$ cat src/rtl/core/bse_pkg.sv
// Shared types and constants for the battery state-of-charge estimator.
// No dependencies; imported by bse_ctrl, bse_datapath and the top level.
package bse_pkg;

    // Field widths
    localparam int ADC_W    = 12;
    localparam int MV_W     = 15;
    localparam int SOC_W    = 7;
    localparam int VREF_W   = 12;
    localparam int DIVR_W   = 4;
    localparam int OFFS_W   = 8;
    localparam int CFG_IDX_W  = 2;
    localparam int CFG_DATA_W = 12;
    localparam int PROD_W   = ADC_W + VREF_W;

    // Configuration register indexes
    localparam logic [CFG_IDX_W-1:0] REG_VREF   = 2'd0;
    localparam logic [CFG_IDX_W-1:0] REG_DIVR   = 2'd1;
    localparam logic [CFG_IDX_W-1:0] REG_OFFSET = 2'd2;

    // Configuration reset values
    localparam logic [VREF_W-1:0] VREF_RST   = 12'd1400;
    localparam logic [DIVR_W-1:0] DIVR_RST   = 4'd3;
    localparam logic [OFFS_W-1:0] OFFSET_RST = 8'd70;

    // ADC full-scale code and sample ceiling
    localparam logic [ADC_W:0]  ADC_FULL   = 13'd4095;
    localparam logic [MV_W-1:0] SAMPLE_MAX = 15'd32767;

    // State-of-charge threshold table, ascending, in mV
    localparam int TABLE_SIZE = 21;
    localparam int THR_W      = 13;
    localparam logic [THR_W-1:0] SOC_THRESH [TABLE_SIZE] = '{
        13'd3000, 13'd3350, 13'd3410, 13'd3456, 13'd3495, 13'd3521, 13'd3543,
        13'd3561, 13'd3581, 13'd3602, 13'd3626, 13'd3656, 13'd3696, 13'd3744,
        13'd3794, 13'd3845, 13'd3903, 13'd3962, 13'd4020, 13'd4096, 13'd4200
    };
    localparam logic [SOC_W-1:0] SOC_STEP = 7'd5;
    localparam logic [SOC_W-1:0] SOC_MAX  = 7'd100;

    // Controller to datapath commands
    typedef struct packed {
        logic capture;   // latch input beat
        logic mul;       // vref * adc
        logic quot;      // divide product by full scale
        logic scale;     // divider ratio, saturation, charge offset
        logic acc;       // window update, divider setup
        logic div_step;  // one quotient bit
        logic look;      // threshold lookup
        logic load_out;  // fill output register
    } cmd_t;

    // Datapath to controller status
    typedef struct packed {
        logic div_last;  // final quotient bit this cycle
    } status_t;

endpackage

$ cat src/rtl/core/battery_soc_estimator_unit.sv
// Battery state-of-charge estimator, top level.
// Each input beat is captured, multiplied, divided by full scale, scaled, written to the
// window, averaged by a divider that produces one quotient bit per cycle, looked up and
// loaded into the output register. A new beat is accepted only once the last is loaded; a result
// waiting in the output register holds the next item in its last step, stalling input.
// Reset (aresetn, synchronous): window empty, config registers to defaults.
// Depends on bse_pkg, bse_ctrl and bse_datapath.
module battery_soc_estimator_unit #(
    parameter int WINDOW_LEN = 8,
    parameter int SOC_LEVELS = 21
) (
    input  logic                               aclk,
    input  logic                               aresetn,
    // Configuration writes
    input  logic                               cfg_we,
    input  logic [bse_pkg::CFG_IDX_W-1:0]      cfg_index,
    input  logic [bse_pkg::CFG_DATA_W-1:0]     cfg_wdata,
    // Input stream
    input  logic                               s_tvalid,
    output logic                               s_tready,
    input  logic [15:0]                        s_tdata,  // [11:0] adc_code, [15:12] zero
    input  logic                               s_tuser,  // [0] charging
    // Result stream
    output logic                               m_tvalid,
    input  logic                               m_tready,
    output logic [39:0]                        m_tdata   // [14:0] sample_mv,
                                                         // [29:15] average_mv,
                                                         // [36:30] soc_percent,
                                                         // [39:37] zero
);
    import bse_pkg::*;

    cmd_t             cmd;
    status_t          status;
    logic [MV_W-1:0]  sample_mv;
    logic [MV_W-1:0]  average_mv;
    logic [SOC_W-1:0] soc_percent;

    bse_ctrl u_ctrl (
        .aclk     (aclk),
        .aresetn  (aresetn),
        .s_tvalid (s_tvalid),
        .s_tready (s_tready),
        .m_tvalid (m_tvalid),
        .m_tready (m_tready),
        .status   (status),
        .cmd      (cmd)
    );

    bse_datapath #(
        .WINDOW_LEN (WINDOW_LEN),
        .SOC_LEVELS (SOC_LEVELS)
    ) u_datapath (
        .aclk            (aclk),
        .aresetn         (aresetn),
        .cfg_we          (cfg_we),
        .cfg_index       (cfg_index),
        .cfg_wdata       (cfg_wdata),
        .in_adc          (s_tdata[ADC_W-1:0]),
        .in_charging     (s_tuser),
        .cmd             (cmd),
        .status          (status),
        .out_sample_mv   (sample_mv),
        .out_average_mv  (average_mv),
        .out_soc_percent (soc_percent)
    );

    assign m_tdata = {3'b000, soc_percent, average_mv, sample_mv};

endmodule

$ cat src/rtl/core/bse_ctrl.sv
// Sequencer for the estimator: handshakes and step commands.
// Depends on bse_pkg (cmd_t, status_t).
module bse_ctrl (
    input  logic             aclk,
    input  logic             aresetn,
    input  logic             s_tvalid,
    output logic             s_tready,
    output logic             m_tvalid,
    input  logic             m_tready,
    input  bse_pkg::status_t status,
    output bse_pkg::cmd_t    cmd
);
    import bse_pkg::*;

    typedef enum logic [7:0] {
        S_IDLE  = 8'b0000_0001,
        S_MUL   = 8'b0000_0010,
        S_QUOT  = 8'b0000_0100,
        S_SCALE = 8'b0000_1000,
        S_ACC   = 8'b0001_0000,
        S_DIV   = 8'b0010_0000,
        S_LOOK  = 8'b0100_0000,
        S_OUT   = 8'b1000_0000
    } state_t;

    state_t state_reg, state_next;
    logic   m_valid_reg, m_valid_next;
    logic   out_free;

    assign out_free = !m_valid_reg || m_tready;
    assign s_tready = (state_reg == S_IDLE);
    assign m_tvalid = m_valid_reg;

    // Next state and commands
    always_comb begin
        state_next   = state_reg;
        cmd          = '0;
        m_valid_next = m_valid_reg && !m_tready;
        case (state_reg)
            S_IDLE: begin
                if (s_tvalid) begin
                    cmd.capture = 1'b1;
                    state_next  = S_MUL;
                end
            end
            S_MUL: begin
                cmd.mul    = 1'b1;
                state_next = S_QUOT;
            end
            S_QUOT: begin
                cmd.quot   = 1'b1;
                state_next = S_SCALE;
            end
            S_SCALE: begin
                cmd.scale  = 1'b1;
                state_next = S_ACC;
            end
            S_ACC: begin
                cmd.acc    = 1'b1;
                state_next = S_DIV;
            end
            S_DIV: begin
                cmd.div_step = 1'b1;
                if (status.div_last) begin
                    state_next = S_LOOK;
                end
            end
            S_LOOK: begin
                cmd.look   = 1'b1;
                state_next = S_OUT;
            end
            S_OUT: begin
                if (out_free) begin
                    cmd.load_out = 1'b1;
                    m_valid_next = 1'b1;
                    state_next   = S_IDLE;
                end
            end
            default: begin
                state_next = S_IDLE;
            end
        endcase
    end

    // State registers
    always_ff @(posedge aclk) begin
        if (!aresetn) begin
            state_reg   <= S_IDLE;
            m_valid_reg <= 1'b0;
        end else begin
            state_reg   <= state_next;
            m_valid_reg <= m_valid_next;
        end
    end

endmodule

$ cat src/rtl/core/bse_datapath.sv
// Datapath: config registers, scaling, window memory, running sum, serial divider, lookup,
// output register. Depends on bse_pkg; driven by bse_ctrl commands.
module bse_datapath #(
    parameter int WINDOW_LEN = 8,
    parameter int SOC_LEVELS = 21
) (
    input  logic                                aclk,
    input  logic                                aresetn,
    input  logic                                cfg_we,
    input  logic [bse_pkg::CFG_IDX_W-1:0]       cfg_index,
    input  logic [bse_pkg::CFG_DATA_W-1:0]      cfg_wdata,
    input  logic [bse_pkg::ADC_W-1:0]           in_adc,
    input  logic                                in_charging,
    input  bse_pkg::cmd_t                       cmd,
    output bse_pkg::status_t                    status,
    output logic [bse_pkg::MV_W-1:0]            out_sample_mv,
    output logic [bse_pkg::MV_W-1:0]            out_average_mv,
    output logic [bse_pkg::SOC_W-1:0]           out_soc_percent
);
    import bse_pkg::*;

    localparam int SLOT_W = (WINDOW_LEN > 1) ? $clog2(WINDOW_LEN) : 1;
    localparam int CNT_W  = $clog2(WINDOW_LEN + 1);
    localparam int SUM_W  = MV_W + $clog2(WINDOW_LEN);
    localparam int STEP_W = $clog2(SUM_W);
    localparam int SCAN_N = (SOC_LEVELS > TABLE_SIZE) ? TABLE_SIZE : SOC_LEVELS;
    localparam int SCAN_W = $clog2(TABLE_SIZE + 1);

    // Configuration registers
    logic [VREF_W-1:0] vref_reg;
    logic [DIVR_W-1:0] divr_reg;
    logic [OFFS_W-1:0] offset_reg;

    always_ff @(posedge aclk) begin
        if (!aresetn) begin
            vref_reg   <= VREF_RST;
            divr_reg   <= DIVR_RST;
            offset_reg <= OFFSET_RST;
        end else if (cfg_we) begin
            case (cfg_index)
                REG_VREF:   vref_reg   <= cfg_wdata[VREF_W-1:0];
                REG_DIVR:   divr_reg   <= cfg_wdata[DIVR_W-1:0];
                REG_OFFSET: offset_reg <= cfg_wdata[OFFS_W-1:0];
                default:    ;
            endcase
        end
    end

    // Input capture and product
    logic [ADC_W-1:0]  adc_reg;
    logic              chg_reg;
    logic [PROD_W-1:0] prod_reg;
    logic [ADC_W-1:0]  quo_reg;
    logic [MV_W-1:0]   mv_reg;

    // Product / 4095: estimate from the top bits, one correction step
    logic [ADC_W-1:0] quo_est;
    logic [ADC_W:0]   quo_rem;
    logic [ADC_W-1:0] quo_next;

    assign quo_est  = prod_reg[PROD_W-1:ADC_W];
    assign quo_rem  = {1'b0, prod_reg[ADC_W-1:0]} + {1'b0, quo_est};
    assign quo_next = (quo_rem >= ADC_FULL) ? quo_est + 1'b1 : quo_est;

    // Divider ratio, saturation and charging correction
    logic [ADC_W+DIVR_W-1:0] scaled;
    logic [MV_W-1:0]         sat_mv;
    logic [MV_W-1:0]         mv_next;

    assign scaled = quo_reg * divr_reg;
    assign sat_mv = (scaled > {{(ADC_W+DIVR_W-MV_W){1'b0}}, SAMPLE_MAX})
                    ? SAMPLE_MAX : scaled[MV_W-1:0];

    always_comb begin
        mv_next = sat_mv;
        if (chg_reg) begin
            mv_next = (sat_mv > {{(MV_W-OFFS_W){1'b0}}, offset_reg})
                      ? sat_mv - {{(MV_W-OFFS_W){1'b0}}, offset_reg} : '0;
        end
    end

    always_ff @(posedge aclk) begin
        if (cmd.capture) begin
            adc_reg <= in_adc;
            chg_reg <= in_charging;
        end
        if (cmd.mul) begin
            prod_reg <= vref_reg * adc_reg;
        end
        if (cmd.quot) begin
            quo_reg <= quo_next;
        end
        if (cmd.scale) begin
            mv_reg <= mv_next;
        end
    end

    // Sample window memory; read of the current slot is always registered
    logic [MV_W-1:0]   win_mem [WINDOW_LEN];
    logic [MV_W-1:0]   old_reg;
    logic [SLOT_W-1:0] slot_reg;

    always_ff @(posedge aclk) begin
        old_reg <= win_mem[slot_reg];
        if (cmd.acc) begin
            win_mem[slot_reg] <= mv_reg;
        end
    end

    // Running sum, fill count and write slot
    logic [SUM_W-1:0]  sum_reg, sum_next;
    logic [CNT_W-1:0]  cnt_reg;
    logic              full;

    assign full     = (cnt_reg == CNT_W'(WINDOW_LEN));
    assign sum_next = full ? sum_reg - {{(SUM_W-MV_W){1'b0}}, old_reg}
                                     + {{(SUM_W-MV_W){1'b0}}, mv_reg}
                           : sum_reg + {{(SUM_W-MV_W){1'b0}}, mv_reg};

    always_ff @(posedge aclk) begin
        if (!aresetn) begin
            sum_reg  <= '0;
            cnt_reg  <= '0;
            slot_reg <= '0;
        end else if (cmd.acc) begin
            sum_reg  <= sum_next;
            if (!full) begin
                cnt_reg <= cnt_reg + 1'b1;
            end
            slot_reg <= (slot_reg == SLOT_W'(WINDOW_LEN - 1)) ? '0 : slot_reg + 1'b1;
        end
    end

    // Restoring divider: sum / count, one quotient bit per cycle
    logic [SUM_W-1:0]  dvd_reg;
    logic [CNT_W-1:0]  rem_reg;
    logic [STEP_W-1:0] step_reg;
    logic [CNT_W:0]    shifted;
    logic [CNT_W:0]    diff;
    logic              ge;

    assign shifted = {rem_reg, dvd_reg[SUM_W-1]};
    assign ge      = (shifted >= {1'b0, cnt_reg});
    assign diff    = shifted - {1'b0, cnt_reg};

    always_ff @(posedge aclk) begin
        if (cmd.acc) begin
            dvd_reg  <= sum_next;
            rem_reg  <= '0;
            step_reg <= '0;
        end else if (cmd.div_step) begin
            dvd_reg  <= {dvd_reg[SUM_W-2:0], ge};
            rem_reg  <= ge ? diff[CNT_W-1:0] : shifted[CNT_W-1:0];
            step_reg <= step_reg + 1'b1;
        end
    end

    assign status.div_last = (step_reg == STEP_W'(SUM_W - 1));

    // Threshold lookup: table is ascending, so the index is the count
    // of thresholds below the average
    logic [MV_W-1:0]       avg;
    logic [TABLE_SIZE-1:0] above;
    logic [SCAN_W-1:0]     n_above;
    logic [SCAN_W-1:0]     soc_idx;
    logic [SOC_W-1:0]      pct;
    logic [SOC_W-1:0]      soc_reg;
    logic [MV_W-1:0]       avg_reg;

    assign avg = dvd_reg[MV_W-1:0];

    always_comb begin
        for (int i = 0; i < TABLE_SIZE; i++) begin
            above[i] = (i < SCAN_N) && (avg > {{(MV_W-THR_W){1'b0}}, SOC_THRESH[i]});
        end
    end

    assign n_above = SCAN_W'($countones(above));
    assign soc_idx = (n_above >= SCAN_W'(SCAN_N)) ? SCAN_W'(SCAN_N - 1) : n_above;
    assign pct     = SOC_W'(soc_idx * SOC_STEP);

    always_ff @(posedge aclk) begin
        if (cmd.look) begin
            avg_reg <= avg;
            soc_reg <= (pct > SOC_MAX) ? SOC_MAX : pct;
        end
    end

    // Output register
    always_ff @(posedge aclk) begin
        if (cmd.load_out) begin
            out_sample_mv   <= mv_reg;
            out_average_mv  <= avg_reg;
            out_soc_percent <= soc_reg;
        end
    end

endmodule

$ cat config.mk
export PLATFORM = sky130hd
export DESIGN_NAME = battery_soc_estimator_unit
export DESIGN_NICKNAME = d
export VERILOG_FILES = /design/src/rtl/core/bse_pkg.sv /design/src/rtl/core/battery_soc_estimator_unit.sv /design/src/rtl/core/bse_ctrl.sv /design/src/rtl/core/bse_datapath.sv
export SDC_FILE = /design/constraint.sdc
export NUM_CORES = 1
export LEC_CHECK = 0
export CORE_MARGIN = 2
export CORE_UTILIZATION = 40
export CTS_CLUSTER_DIAMETER = 80
export DETAILED_ROUTE_END_ITERATION = 7
export DONT_BUFFER_PORTS = 1
export HOLD_SLACK_MARGIN = 0.12
export PLACE_DENSITY_LB_ADDON = 0.25
export REMOVE_ABC_BUFFERS = 1
export SLEW_MARGIN = 20
export SYNTH_ARGS = -nofsm -noshare
export SYNTH_HDL_FRONTEND = slang
export SYNTH_SLANG_ARGS = --single-unit
$ cat constraint.sdc
create_clock -name aclk -period 13.9 [get_ports aclk]
set_input_delay 2.78 -clock aclk [delete_from_list [all_inputs] [get_ports aclk]]
set_output_delay 2.78 -clock aclk [all_outputs]
set_load 0.05 [all_outputs]
# Word level (Yosys, flattened, before mapping)
# Memories as Yosys holds them, arrays and structs flattened. A register that Yosys moved wholly into a read port is not among the register bits.
# Index checks and enable logic that the tools add are counted.
[totals]
elab_cells = 138
ram_bits = 120
input_bits = 36
n_memories = 1
register_bits = 208
[mem_list]
columns = ["memory", "depth", "word_bits", "rd", "rd_clocked_by_memory_dff", "wr", "line", "rtl"]
rows = [
  ["u_datapath.win_mem", 8, 15, 1, 1, 1, "bse_datapath.sv:99", "logic [MV_W-1:0] win_mem [WINDOW_LEN];"],
]
[classes]
bitwise_logic = 1
reduce_logical = 11
mul = 3
n_addsub = 30
n_mux = 28
n_lt_le_gt_ge = 27
eq_ne = 16
[op_table]
columns = ["operator", "count"]
rows = [
  ["15-bit by 12-bit > comparator with 1-bit output, second input constant", 19],
  ["8-bit one-hot mux with 8 select lines", 1],
  ["18-bit two-way mux", 3],
  ["5-bit adder", 9],
  ["15-bit two-way mux", 3],
  ["18-bit by 15-bit adder with 18-bit output", 2],
  ["15-bit by 13-bit > comparator with 1-bit output, second input constant", 2],
  ["12-bit by 12-bit multiplier with 24-bit output", 1],
  ["8-bit two-way mux", 3],
  ["1-bit by 1-bit adder with 2-bit output", 10],
  ["18-bit by 15-bit subtractor with 18-bit output", 1],
  ["16-bit by 15-bit > comparator with 1-bit output, second input constant", 1],
  ["12-bit by 4-bit multiplier with 16-bit output", 1],
  ["15-bit by 8-bit > comparator with 1-bit output", 1],
  ["15-bit by 8-bit subtractor with 15-bit output", 1],
  ["1-bit two-way mux", 14],
  ["12-bit by 12-bit adder with 13-bit output", 1],
  ["13-bit by 12-bit greater-or-equal comparator with 1-bit output, second input constant", 1],
  ["12-bit by 1-bit adder with 12-bit output, second input constant", 1],
  ["12-bit two-way mux", 1],
  ["8-bit by 1-bit equality test with 1-bit output, second input constant", 1],
  ["8-bit by 2-bit equality test with 1-bit output, second input constant", 1],
  ["8-bit by 3-bit equality test with 1-bit output, second input constant", 1],
  ["8-bit by 4-bit equality test with 1-bit output, second input constant", 1],
  ["31 further kinds", 36],
]

# Longest topological paths before layout
# Gate-level depths: netlist (run 1).
[depth]
ltp_word = 10
depth_mapped = 32

# Modules after synthesis
# From an unflattened synthesis (run 1), not the netlist that was laid out.
[hier_totals]
cells_unflattened = 2125
hier_area_um2 = 23162.2
[modules_own_cells]
columns = ["module", "n_inst", "seq_area_each_um2", "cells_per_inst", "area_each_um2"]
rows = [
  ["bse_datapath", 1, 9298.9, 2065, 22630.5],
  ["bse_ctrl", 1, 180.2, 56, 505.5],
  ["battery_soc_estimator_unit", 1, 0.0, 4, 26.3],
]

# Worst setup path before layout (run 1)
# Ideal clock, no wire load.
[synth_path]
path_type = "flip-flop to flip-flop"
startpoint = "reg u_datapath.dvd_reg[13]"
endpoint = "reg u_datapath.soc_reg[0], data pin"
arrival_time_ps = 6848
stages_incl_launch_ff = 26
path_buffers = 0
synth_period_minus_slack_ps = 7110
slack_ps = 6790
setup_ps = 262
path_cell_list = "edfxtp_1 nor3_1 nand2_1 nor3_1 nand4_1 nor4_1 a21oi_1 ha_1 fa_1 fa_1 fa_1 inv_1 fa_1 inv_1 fa_1 a21o_1 a21oi_1 o21ai_0 ha_1 ha_1 a21o_1 a21oi_1 xor2_1 and2_1 o31a_1 nor3_1"
[synth_via]
elab_chain_len = 10
elab_cells_between_ends = 45
[synth_rtl]
columns = ["element", "line", "rtl"]
rows = [
  ["start: declaration", "bse_datapath.sv:135", "logic [SUM_W-1:0] dvd_reg;"],
  ["start signal: assignment", "bse_datapath.sv:148", "dvd_reg <= sum_next;"],
  ["start signal: assignment", "bse_datapath.sv:152", "dvd_reg <= {dvd_reg[SUM_W-2:0], ge};"],
  ["15-bit by 12-bit > comparator with 1-bit output", "bse_datapath.sv:174", "above[i] = (i < SCAN_N) && (avg > {{(MV_W-THR_W){1'b0}}, SOC_THRESH[i]});"],
  ["1-bit by 1-bit adder with 2-bit output (not written as such)", "bse_datapath.sv:178", "assign n_above = SCAN_W'($countones(above));"],
  ["5-bit adder (not written as such) (3 in series)", "bse_datapath.sv:178", ""],
  ["5-bit adder (not written as such) (*)", "bse_datapath.sv:178", ""],
  ["5-bit greater-or-equal comparator", "bse_datapath.sv:179", "assign soc_idx = (n_above >= SCAN_W'(SCAN_N)) ? SCAN_W'(SCAN_N - 1) : n_above;"],
  ["5-bit two-way mux (*)", "bse_datapath.sv:179", ""],
  ["5-bit by 3-bit multiplier with 7-bit output (*)", "bse_datapath.sv:180", "assign pct = SOC_W'(soc_idx * SOC_STEP);"],
  ["7-bit > comparator", "bse_datapath.sv:185", "soc_reg <= (pct > SOC_MAX) ? SOC_MAX : pct;"],
  ["end signal: assignment", "bse_datapath.sv:185", ""],
  ["end: declaration", "bse_datapath.sv:167", "logic [SOC_W-1:0] soc_reg;"],
]
# Every way passes the cells marked *; elsewhere a longest branch is shown, timed or not.
# A chain may end at the register's enable or synchronous reset.

# Worst setup path in the final report (run 1)
[layout_path]
startpoint = "reg u_datapath.dvd_reg[14]"
endpoint = "reg u_datapath.soc_reg[0], data pin"
# The elaborated chain is that of the path after synthesis.

==> results of run 1 <==
metal layers:
metal	global-route usage	wire, um	share of wire	vias to the layer above
met3	0.02996	2246	0.042	85
li1	-	-	-	7431
met2	0.3221	26870	0.51	320
met5	0	0	0	-
met4	0.06712	1547	0.029	0
met1	0.2241	22220	0.42	7586
critical path: stages (launching register included):
cell      delay, ns
edfxtp_1       0.46
nor3_1         0.22
buf_4          0.23
nand2_1        0.09
nor3_1         0.70
nand4_1        0.23
nor4_1         0.28
a21oi_1        0.08
ha_1           0.32
fa_1           0.44
fa_1           0.51
fa_1           0.49
inv_1          0.05
fa_1           0.53
inv_1          0.07
fa_1           0.45
a21o_1         0.19
a21oi_1        0.35
o21ai_0        0.21
ha_1           0.37
ha_1           0.30
a21o_1         0.17
a21oi_1        0.16
xor2_1         0.19
and2_1         0.21
o31a_1         0.18
nor3_1         0.05
worst max path at each step:
stage                       endpoint  depth (start not counted)                   start
4_1_cts        u_datapath.soc_reg[0]                         26  u_datapath.dvd_reg[14]
3_3_place_gp   u_datapath.soc_reg[1]                         26  u_datapath.dvd_reg[14]
2_1_floorplan  u_datapath.soc_reg[0]                         25  u_datapath.dvd_reg[13]
3_5_place_dp   u_datapath.soc_reg[0]                         26  u_datapath.dvd_reg[14]
5_1_grt        u_datapath.soc_reg[0]                         26  u_datapath.dvd_reg[14]
6_report       u_datapath.soc_reg[0]                         26  u_datapath.dvd_reg[14]
layout by cell type, fill, tap and decap left out, types with 13 or more instances in the layout:
cell type / netlist / routed
o21ai_0: 78 / 78
a211oi_1: 17 / 17
fa_1: 155 / 155
inv_1: 268 / 268
ha_1: 166 / 166
mux2i_1: 27 / 27
dfxtp_1: 82 / 81
a21oi_1: 107 / 107
nor2_1: 129 / 128
xnor2_1: 51 / 51
buf_4: 3 / 17
xor2_1: 41 / 41
nand2_1: 262 / 262
nand4_1: 14 / 14
nand3b_1: 13 / 13
nand2b_1: 14 / 14
edfxtp_1: 261 / 261
and2_1: 72 / 72
clkbuf_16: 0 / 40
o21a_1: 22 / 22
o21bai_1: 14 / 14
a221oi_1: 16 / 16
nand3_1: 28 / 28
mux2_2: 13 / 13
nor3_1: 37 / 31
a21o_1: 34 / 34
final cells by class:
| type | instances | share of cell area |
|---|---|---|
| inverters | 269 | 0.04033 |
| clock buffers | 50 | 0.04228 |
| clock inverters | 24 | 0.01024 |
| flip-flops and latches | 343 | 0.3786 |
| multi-input cells | 1484 | 0.4856 |
| well taps | 756 | 0.03778 |
| repair buffers | 17 | 0.005097 |
metrics by stage:
stage	hold WS [ns]	instance area (um^2)	setup slack, ns	power [mW]
floorplan	0.4003	22570	6.415	3.932
finish	0.4184	25040	6.099	5.822
CTS	0.4191	25040	6.087	5.939
detailed placement	0.4056	23720	6.121	4.845
global placement	0.4012	23720	6.097	4.797
global route	0.4224	25040	5.466	6.359
logic make-up (layout without fill, tap and decap cells):
logic type | Yosys count | in the layout | share of synthesized area
adder cells (fa/ha/maj) | 321 | 321 | 0.2265
flip-flops | 343 | 343 | 0.4145
AO/OA/AOI/OAI | 383 | 383 | 0.1102
buffers and inverters | 348 | 360 | 0.05761
AND/OR/NAND/NOR | 641 | 641 | 0.1337
other | 1 | 3 | 0.0001640
XOR/XNOR | 92 | 92 | 0.03523
multiplexers | 44 | 44 | 0.02216
power by group:
| group | total (mW) | switching, mW | leakage, nW | internal (mW) |
|---|---|---|---|---|
| sequential | 1.46 | 0.0986 | 3.03 | 1.36 |
| combinational | 3.31 | 1.92 | 6.75 | 1.39 |
| clock | 1.05 | 0.447 | 0.640 | 0.607 |
==> flow_summary.json, run 1 <==
{
  "hold_viol": 0,
  "yosys-top-cells-area": "edfxtp_1 34%, fa_1 14%, ha_1 9.1%",
  "power_density_mw_per_mm2": 232.5,
  "via_per_inst": 5.240,
  "dp_hpwl_mm": 38.60,
  "core-area_mm2": 0.05650,
  "cts.htree.levels": 2,
  "port_buffers": 0,
  "fmax_mhz": 128.2,
  "slew-limit-headroom": 0.2908,
  "register_area_mm2": 0.009480,
  "grt_pass1_wl_mm": 85.72,
  "synthArstFlopShare": 0,
  "first_pass_iters": 6,
  "finalMaxSlewViolations": 0,
  "cts_buffers": 40,
  "ir_drop_v": 0.0005572,
  "die-area_mm2": 0.05910,
  "largest_register_ffs": 120,
  "routedWlPerCell_um": 17.97,
  "cts_resized": 0,
  "leakagePower_nw": 10.41,
  "rsz0062_at_grt": "no",
  "post_cts_buffers": 0,
  "fin_setup_tns_ns": 0,
  "path_class": "flop to flop",
  "clock_latency_ns": 0.59,
  "worstHoldPathCells": 0,
  "yosysWarnings": 0,
  "timing.rr.start": "u_datapath.dvd_reg[14]",
  "ys_ff_latch": 343,
  "grt_max_degree": 50,
  "max-cap-violations": 0,
  "drive_above_1_share": 0.06447,
  "drc": 0,
  "yosysTopAreaCellShare": 0.3427,
  "syn_to_final_growth_pct": 9.476,
  "hold_path_startpoint": "u_datapath.avg_reg[2]",
  "syn_area_mm2": 0.02287,
  "fin_crit_sh": 0.5612,
  "fill_cells": 5253,
  "r2r_cells": 26,
  "postSynthCellCount": 2173,
  "clk_pin_slew_ns": 0.06,
  "yosysSeqAreaShare": 0.4145,
  "dp_cells": 2869,
  "final_core_util": 0.4432,
  "antenna_found_initial": 0,
  "finalSetupViolCount": 0,
  "synth-edff-count": 261,
  "finalCriticalPeriod_ns": 7.801,
  "row_count": 87,
  "critPathMaxFanout": 16,
  "worstMarginPinSlew_ns": 1.064,
  "rrSetupSlack_ns": 6.10,
  "cts_root_buffer": "clkbuf_16",
  "ys_types": 78,
  "synth.most_common_cell": "inv_1",
  "die_x_um": 243.1,
  "grt_overflow": 0,
  "io-pin-count": 78,
  "synth_top_area_cell": "edfxtp_1",
  "synthTopCellsByCount": "268 x inv_1, 262 x nand2_1, 261 x edfxtp_1, 166 x ha_1, 155 x fa_1",
  "cts_tree": "built",
  "grt_pass1_vias": 15780,
  "start_util": 0.4048,
  "hold_end": "u_datapath.out_average_mv[2]",
  "hold_class": "flop to flop",
  "vias": 15420,
  "clock_path_buffers": 3,
  "outcome": "complete, no violations",
  "multi_input_area_mm2": 0.01216,
  "cp-start-kind": "flop",
  "skew_ns": 0.03624,
  "grt.total_usage": 0.1825,
  "final_antenna_net_count": 0,
  "post_layout_nonfiller_instances": 2943,
  "hold_buffers": 0,
  "die_y_um": 243.1,
  "required_ns": 14.21,
  "ys.flop_type": "edfxtp_1",
  "insertedDiodeCount": 0,
  "r2r_end": "u_datapath.soc_reg[0]",
  "nets": 2512,
  "place.gp.congestion": 0.8437,
  "crit_path_end_kind": "flop",
  "routed_wl_mm": 52.88,
  "clkSinkCount": 343,
  "drt_iter0_drc": 864,
  "synth_area_per_cell_um2": 10.52,
  "crit_arrival_ns": 8.11
}
No activity file was read; power rests on OpenSTA's default activity.
==> inputs of run 2 (changes only) <==
- clock period: 13.9 -> 7.8 ns (I/O delays scaled with it)
==> run 2 against run 1 <==
Effect of this change: sequential power grew 77%; routed wire length is essentially flat; register-to-register slack got worse by 5.5 ns; design area about the same; global-route usage down 0.24 points; final cell count is 0.10% higher; highest routed layer unchanged; via count up 0.18%; sequential share of layout area about the same; critical endpoint unchanged; power is 78% higher.
==> flow_summary.json, run 2 (synthesis results as in run 1) <==
{
  "max_stage_delay_ns": 0.65,
  "p_comb_frac": 0.572,
  "worstHoldPathCells": 0,
  "fmax_mhz": 138.1,
  "nets": 2515,
  "finalCriticalPeriod_ns": 7.241,
  "hold_path_startpoint": "u_datapath.avg_reg[3]",
  "syn_to_final_growth_pct": 9.530,
  "cp_top_family": "adder cells",
  "critPathSlowestCell": "edfxtp_1",
  "finalSetupViolCount": 0,
  "crit_arrival_ns": 7.54,
  "path_depth": 24,
  "row_count": 87,
  "clkSinkCount": 343,
  "max-cap-violations": 0,
  "hold_class": "flop to flop",
  "fin_setup_tns_ns": 0,
  "skew_ns": 0.03657,
  "cts_resized": 0,
  "timing.rr.start": "u_datapath.dvd_reg[5]",
  "grt_pass1_wl_mm": 84.87,
  "grt_max_degree": 50,
  "hold_viol": 0,
  "final_common_cell": "inv_1",
  "port_buffers": 0,
  "worstMarginPinSlew_ns": 1.031,
  "clock_path_buffers": 3,
  "finalMaxSlewViolations": 0,
  "largest_register_ffs": 120,
  "intPower_mw": 5.959,
  "cp_cell_sequence": "nand2_1 > nor4_1 > a21oi_1 > nor2_1 > o41ai_1 > ha_1 > fa_1 > fa_1 > fa_1 > inv_1 > fa_1 > inv_1 > fa_1 > a21o_1 > a21oi_1 > o21ai_0 > ha_1 > ha_1 > a21o_1 > a21oi_1 > xor2_1 > and2_1 > o31a_1 > nor3_1",
  "cts_buffers": 40,
  "vias": 15450,
  "die_y_um": 243.1,
  "r2r_cells": 24,
  "cp-start-kind": "flop",
  "required_ns": 8.10,
  "critPathMaxFanout": 16,
  "final_cell_mix": "268 x inv_1, 262 x nand2_1, 261 x edfxtp_1",
  "die_x_um": 243.1,
  "power_mw": 10.34,
  "clkPwrFrac": 0.178,
  "pre_cts_ws_ns": 0.5319,
  "post_cts_buffers": 0,
  "grt_overflow": 0,
  "die-area_mm2": 0.05910,
  "io-pin-count": 78,
  "final_antenna_net_count": 0,
  "critical_path_buf_inv_count": 2,
  "fill_cells": 5279,
  "drc": 0,
  "clk_pin_slew_ns": 0.06,
  "grt_pass1_vias": 15940,
  "crit_start": "u_datapath.dvd_reg[5]",
  "cts.htree.levels": 2,
  "ir_drop_v": 0.001174,
  "place.gp.congestion": 0.8507,
  "slew-limit-headroom": 0.3121,
  "insertedDiodeCount": 0,
  "rsz0062_at_grt": "no",
  "path_class": "flop to flop",
  "outcome": "complete, no violations",
  "crit_path_end_kind": "flop",
  "grt.total_usage": 0.1801,
  "final_core_util": 0.4434,
  "fin_crit_sh": 0.9284,
  "crit_top_cell": "fa_1",
  "via_per_inst": 5.244,
  "p_seq_frac": 0.251,
  "drt_iter0_drc": 840,
  "antenna_found_initial": 0,
  "start_util": 0.4048,
  "hold_buffers": 0,
  "core-area_mm2": 0.05650,
  "layout_setup_ws_ns": 0.5588,
  "routed_wl_mm": 52.91,
  "swShare": 0.4239,
  "cts_root_buffer": "clkbuf_16",
  "leakagePower_nw": 10.41,
  "first_pass_iters": 5,
  "cts_tree": "built",
  "dp_hpwl_mm": 38.78,
  "drive_above_1_share": 0.06347,
  "p_sw_mw": 4.385,
  "power_density_mw_per_mm2": 412.9,
  "routedWlPerCell_um": 17.96,
  "clock_latency_ns": 0.57
}
## run 2: path summary, 6_finish.rpt
kind         slack, ns                      endpoint
min               0.42  u_datapath.out_average_mv[3]
max               0.56         u_datapath.soc_reg[0]
min reg2reg       0.42  u_datapath.out_average_mv[3]
max reg2reg       0.56         u_datapath.soc_reg[0]
## run 2: power by group through the flow
stage / clock, mW / sequential (mW) / combinational (mW)
global placement: 0 / 2.63 / 5.90
global route: 1.96 / 2.61 / 6.72
CTS: 1.89 / 2.59 / 6.06
floorplan: 0 / 2.55 / 4.45
detailed placement: 0 / 2.63 / 6.01
finish: 1.84 / 2.59 / 5.92
## run 2: cell type report
class / instances / area [um^2] / area share
multi-input cells: 1484 / 12170 / 0.4856
flip-flops and latches: 343 / 9480 / 0.3785
clock buffers: 50 / 1080 / 0.04310
inverters: 269 / 1010 / 0.04031
well taps: 756 / 945.9 / 0.03776
clock inverters: 24 / 219.0 / 0.008741
repair buffers: 20 / 150.1 / 0.005994
## run 2: metrics by stage
| stage | hold slack [ns] | std cells | instance area, um^2 |
|---|---|---|---|
| 2_1_floorplan | 0.4003 | 2096 | 22570 |
| 3_3_place_gp | 0.4025 | 2872 | 23750 |
| 3_5_place_dp | 0.4062 | 2872 | 23750 |
| 4_1_cts | 0.4231 | 2946 | 25050 |
| 5_1_grt | 0.4259 | 2946 | 25050 |
| 6_report | 0.4193 | 2946 | 25050 |
## run 2: per-layer routing
layer | vias up | routed length, um | part of all wire | track usage
li1 | 7431 | - | - | -
met1 | 7634 | 22060 | 0.42 | 0.2222
met2 | 297 | 26860 | 0.51 | 0.3171
met3 | 88 | 2478 | 0.047 | 0.03383
met4 | 0 | 1516 | 0.029 | 0.05846
met5 | - | 0 | 0 | 0
==> inputs of run 3 (changes only) <==
- CORE_ASPECT_RATIO: not set -> 1.25
- SLEW_MARGIN: 20 -> 10
==> run 3 against run 2 <==
Effect of this change: clock skew fell by 0.010 ns; critical path depth did not move; global-route usage rose by 0.64 points; non-clock buffer count rose by 3; core utilization fell by 0.12 points; via count rose by 1.4%; final cell count fell by 0.17%; worst setup slack got worse by 0.015 ns; combinational power fell by 0.7%; clock power rose by 5%; power rose by 0.54%; count of clock-buffer cells in the layout fell by 1; critical path type unchanged; largest cell class unchanged; largest power group unchanged; highest routed layer unchanged.
==> flow_summary.json, run 3 (synthesis results as in run 1) <==
{
  "start_util": 0.4020,
  "first_pass_iters": 5,
  "post_cts_buffers": 0,
  "hold_viol": 0,
  "path_class": "flop to flop",
  "skew_ns": 0.02658,
  "register_area_mm2": 0.009480,
  "routed_wl_mm": 54.24,
  "clkSinkCount": 343,
  "core-area_mm2": 0.05689,
  "outcome": "complete, no violations",
  "clk_pin_slew_ns": 0.06,
  "die_y_um": 271.3,
  "clock_latency_ns": 0.56,
  "clkPwrFrac": 0.186,
  "worstMarginPinSlew_ns": 1.090,
  "fin_setup_tns_ns": 0,
  "power_density_mw_per_mm2": 413.3,
  "finalMaxSlewViolations": 0,
  "die-area_mm2": 0.05912,
  "final_area_mm2": 0.02516,
  "place.gp.congestion": 0.8669,
  "io-pin-count": 78,
  "row_count": 98,
  "drc": 0,
  "finalSetupViolCount": 0,
  "dp_hpwl_mm": 39.87,
  "final_antenna_net_count": 0,
  "leakagePower_nw": 10.47,
  "crit_arrival_ns": 7.55,
  "fin_hold_ws_ns": 0.4169,
  "critPathMaxFanout": 17,
  "grt.total_usage": 0.1866,
  "port_buffers": 0,
  "cts.htree.levels": 2,
  "drive_above_1_share": 0.06892,
  "final_common_cell": "inv_1",
  "clock_path_buffers": 3,
  "routedWlPerCell_um": 18.44,
  "grt_overflow": 0,
  "rsz0062_at_grt": "no",
  "swShare": 0.4152,
  "cts_resized": 0,
  "p_sw_mw": 4.318,
  "ir_drop_v": 0.001007,
  "fin_crit_sh": 0.9303,
  "intPower_mw": 6.082,
  "fmax_mhz": 137.8,
  "required_ns": 8.10,
  "placed_area_mm2": 0.02378,
  "multi_input_area_mm2": 0.01219,
  "cts_tree": "built",
  "via_per_inst": 5.325,
  "slew-limit-headroom": 0.2706,
  "fill_cells": 5362,
  "grt_pass1_vias": 16170,
  "vias": 15660,
  "hold_buffers": 0,
  "grt_pass1_wl_mm": 87.19,
  "cts_buffers": 39,
  "max-cap-violations": 0,
  "p_seq_frac": 0.249,
  "die_x_um": 217.9,
  "hold_class": "flop to flop",
  "p_comb_frac": 0.566,
  "nets": 2517,
  "final_cell_mix": "268 x inv_1, 262 x nand2_1, 261 x edfxtp_1",
  "crit_path_end_kind": "flop",
  "syn_to_final_growth_pct": 10.02,
  "drt_iter0_drc": 626,
  "cp-start-kind": "flop",
  "largest_register_ffs": 120,
  "finalCriticalPeriod_ns": 7.257,
  "cts_root_buffer": "clkbuf_16",
  "antenna_found_initial": 0,
  "grt_max_degree": 50,
  "insertedDiodeCount": 0
}
run 3: cell count changes in the layout (fill, tap and decap cells not counted), sizes merged:
cell      previous run  this run
clkbuf              50        49
clkinv              16        12
inv                271       274
bufinv               2         5
clkinvlp             4         1
buf                 20        23
run 3: path summary, 6_finish.rpt:
| check | start | endpoint | slack (ns) | cells past startpoint |
|---|---|---|---|---|
| max | u_datapath.dvd_reg[4] | u_datapath.soc_reg[0] | 0.54 | 24 |
| min | u_datapath.avg_reg[7] | u_datapath.out_average_mv[7] | 0.42 | 0 |
| max reg2reg | u_datapath.dvd_reg[4] | u_datapath.soc_reg[0] | 0.54 | 24 |
| min reg2reg | u_datapath.avg_reg[7] | u_datapath.out_average_mv[7] | 0.42 | 0 |
run 3: area by class of cell:
cell class | instances | area share
inverter | 269 | 0.04013
clock inverter | 23 | 0.01268
clock buffer | 49 | 0.04187
timing repair buffer | 23 | 0.006862
sequential | 343 | 0.3768
multi-input combinational | 1484 | 0.4844
tap | 750 | 0.03729
run 3: metrics by stage:
stage	cells	power, mW	setup WS, ns	utilization
final	2941	10.40	0.5435	0.4423
after global routing	2941	11.36	0.01911	0.4423
after CTS	2941	10.57	0.3797	0.4420
after detailed placement	2869	8.583	0.4046	0.4179
after global placement	2869	8.440	0.4550	0.4179
after floorplan	2096	7.008	0.3154	-
run 3: power by group through the flow:
stage               Clock, mW  Sequential [mW]  Combinational, mW
floorplan                   0             2.55               4.45
global placement            0             2.62               5.82
global route             2.05             2.60               6.71
detailed placement          0             2.62               5.96
finish                   1.93             2.58               5.88
CTS                      1.99             2.58               6.00
run 3: worst max-delay path, cell delays in order, from the launching register on:
cell,delay (ns)
edfxtp_1,0.66
nand2_1,0.21
nor4_1,0.07
a21oi_1,0.14
nor2_1,0.05
o41ai_1,0.51
ha_1,0.27
fa_1,0.43
fa_1,0.52
fa_1,0.57
inv_1,0.06
fa_1,0.52
inv_1,0.06
fa_1,0.46
a21o_1,0.19
a21oi_1,0.37
o21ai_0,0.22
ha_1,0.39
ha_1,0.31
a21o_1,0.18
a21oi_1,0.17
xor2_1,0.18
and2_1,0.20
o31a_1,0.17
nor3_1,0.05
run 3: layer usage:
metal / track usage / share of wire / routed length (um)
met1: 0.2118 / 0.39 / 21030
met2: 0.3569 / 0.55 / 29860
met3: 0.02655 / 0.034 / 1860
met4: 0.05711 / 0.028 / 1493
met5: 0 / 0 / 0
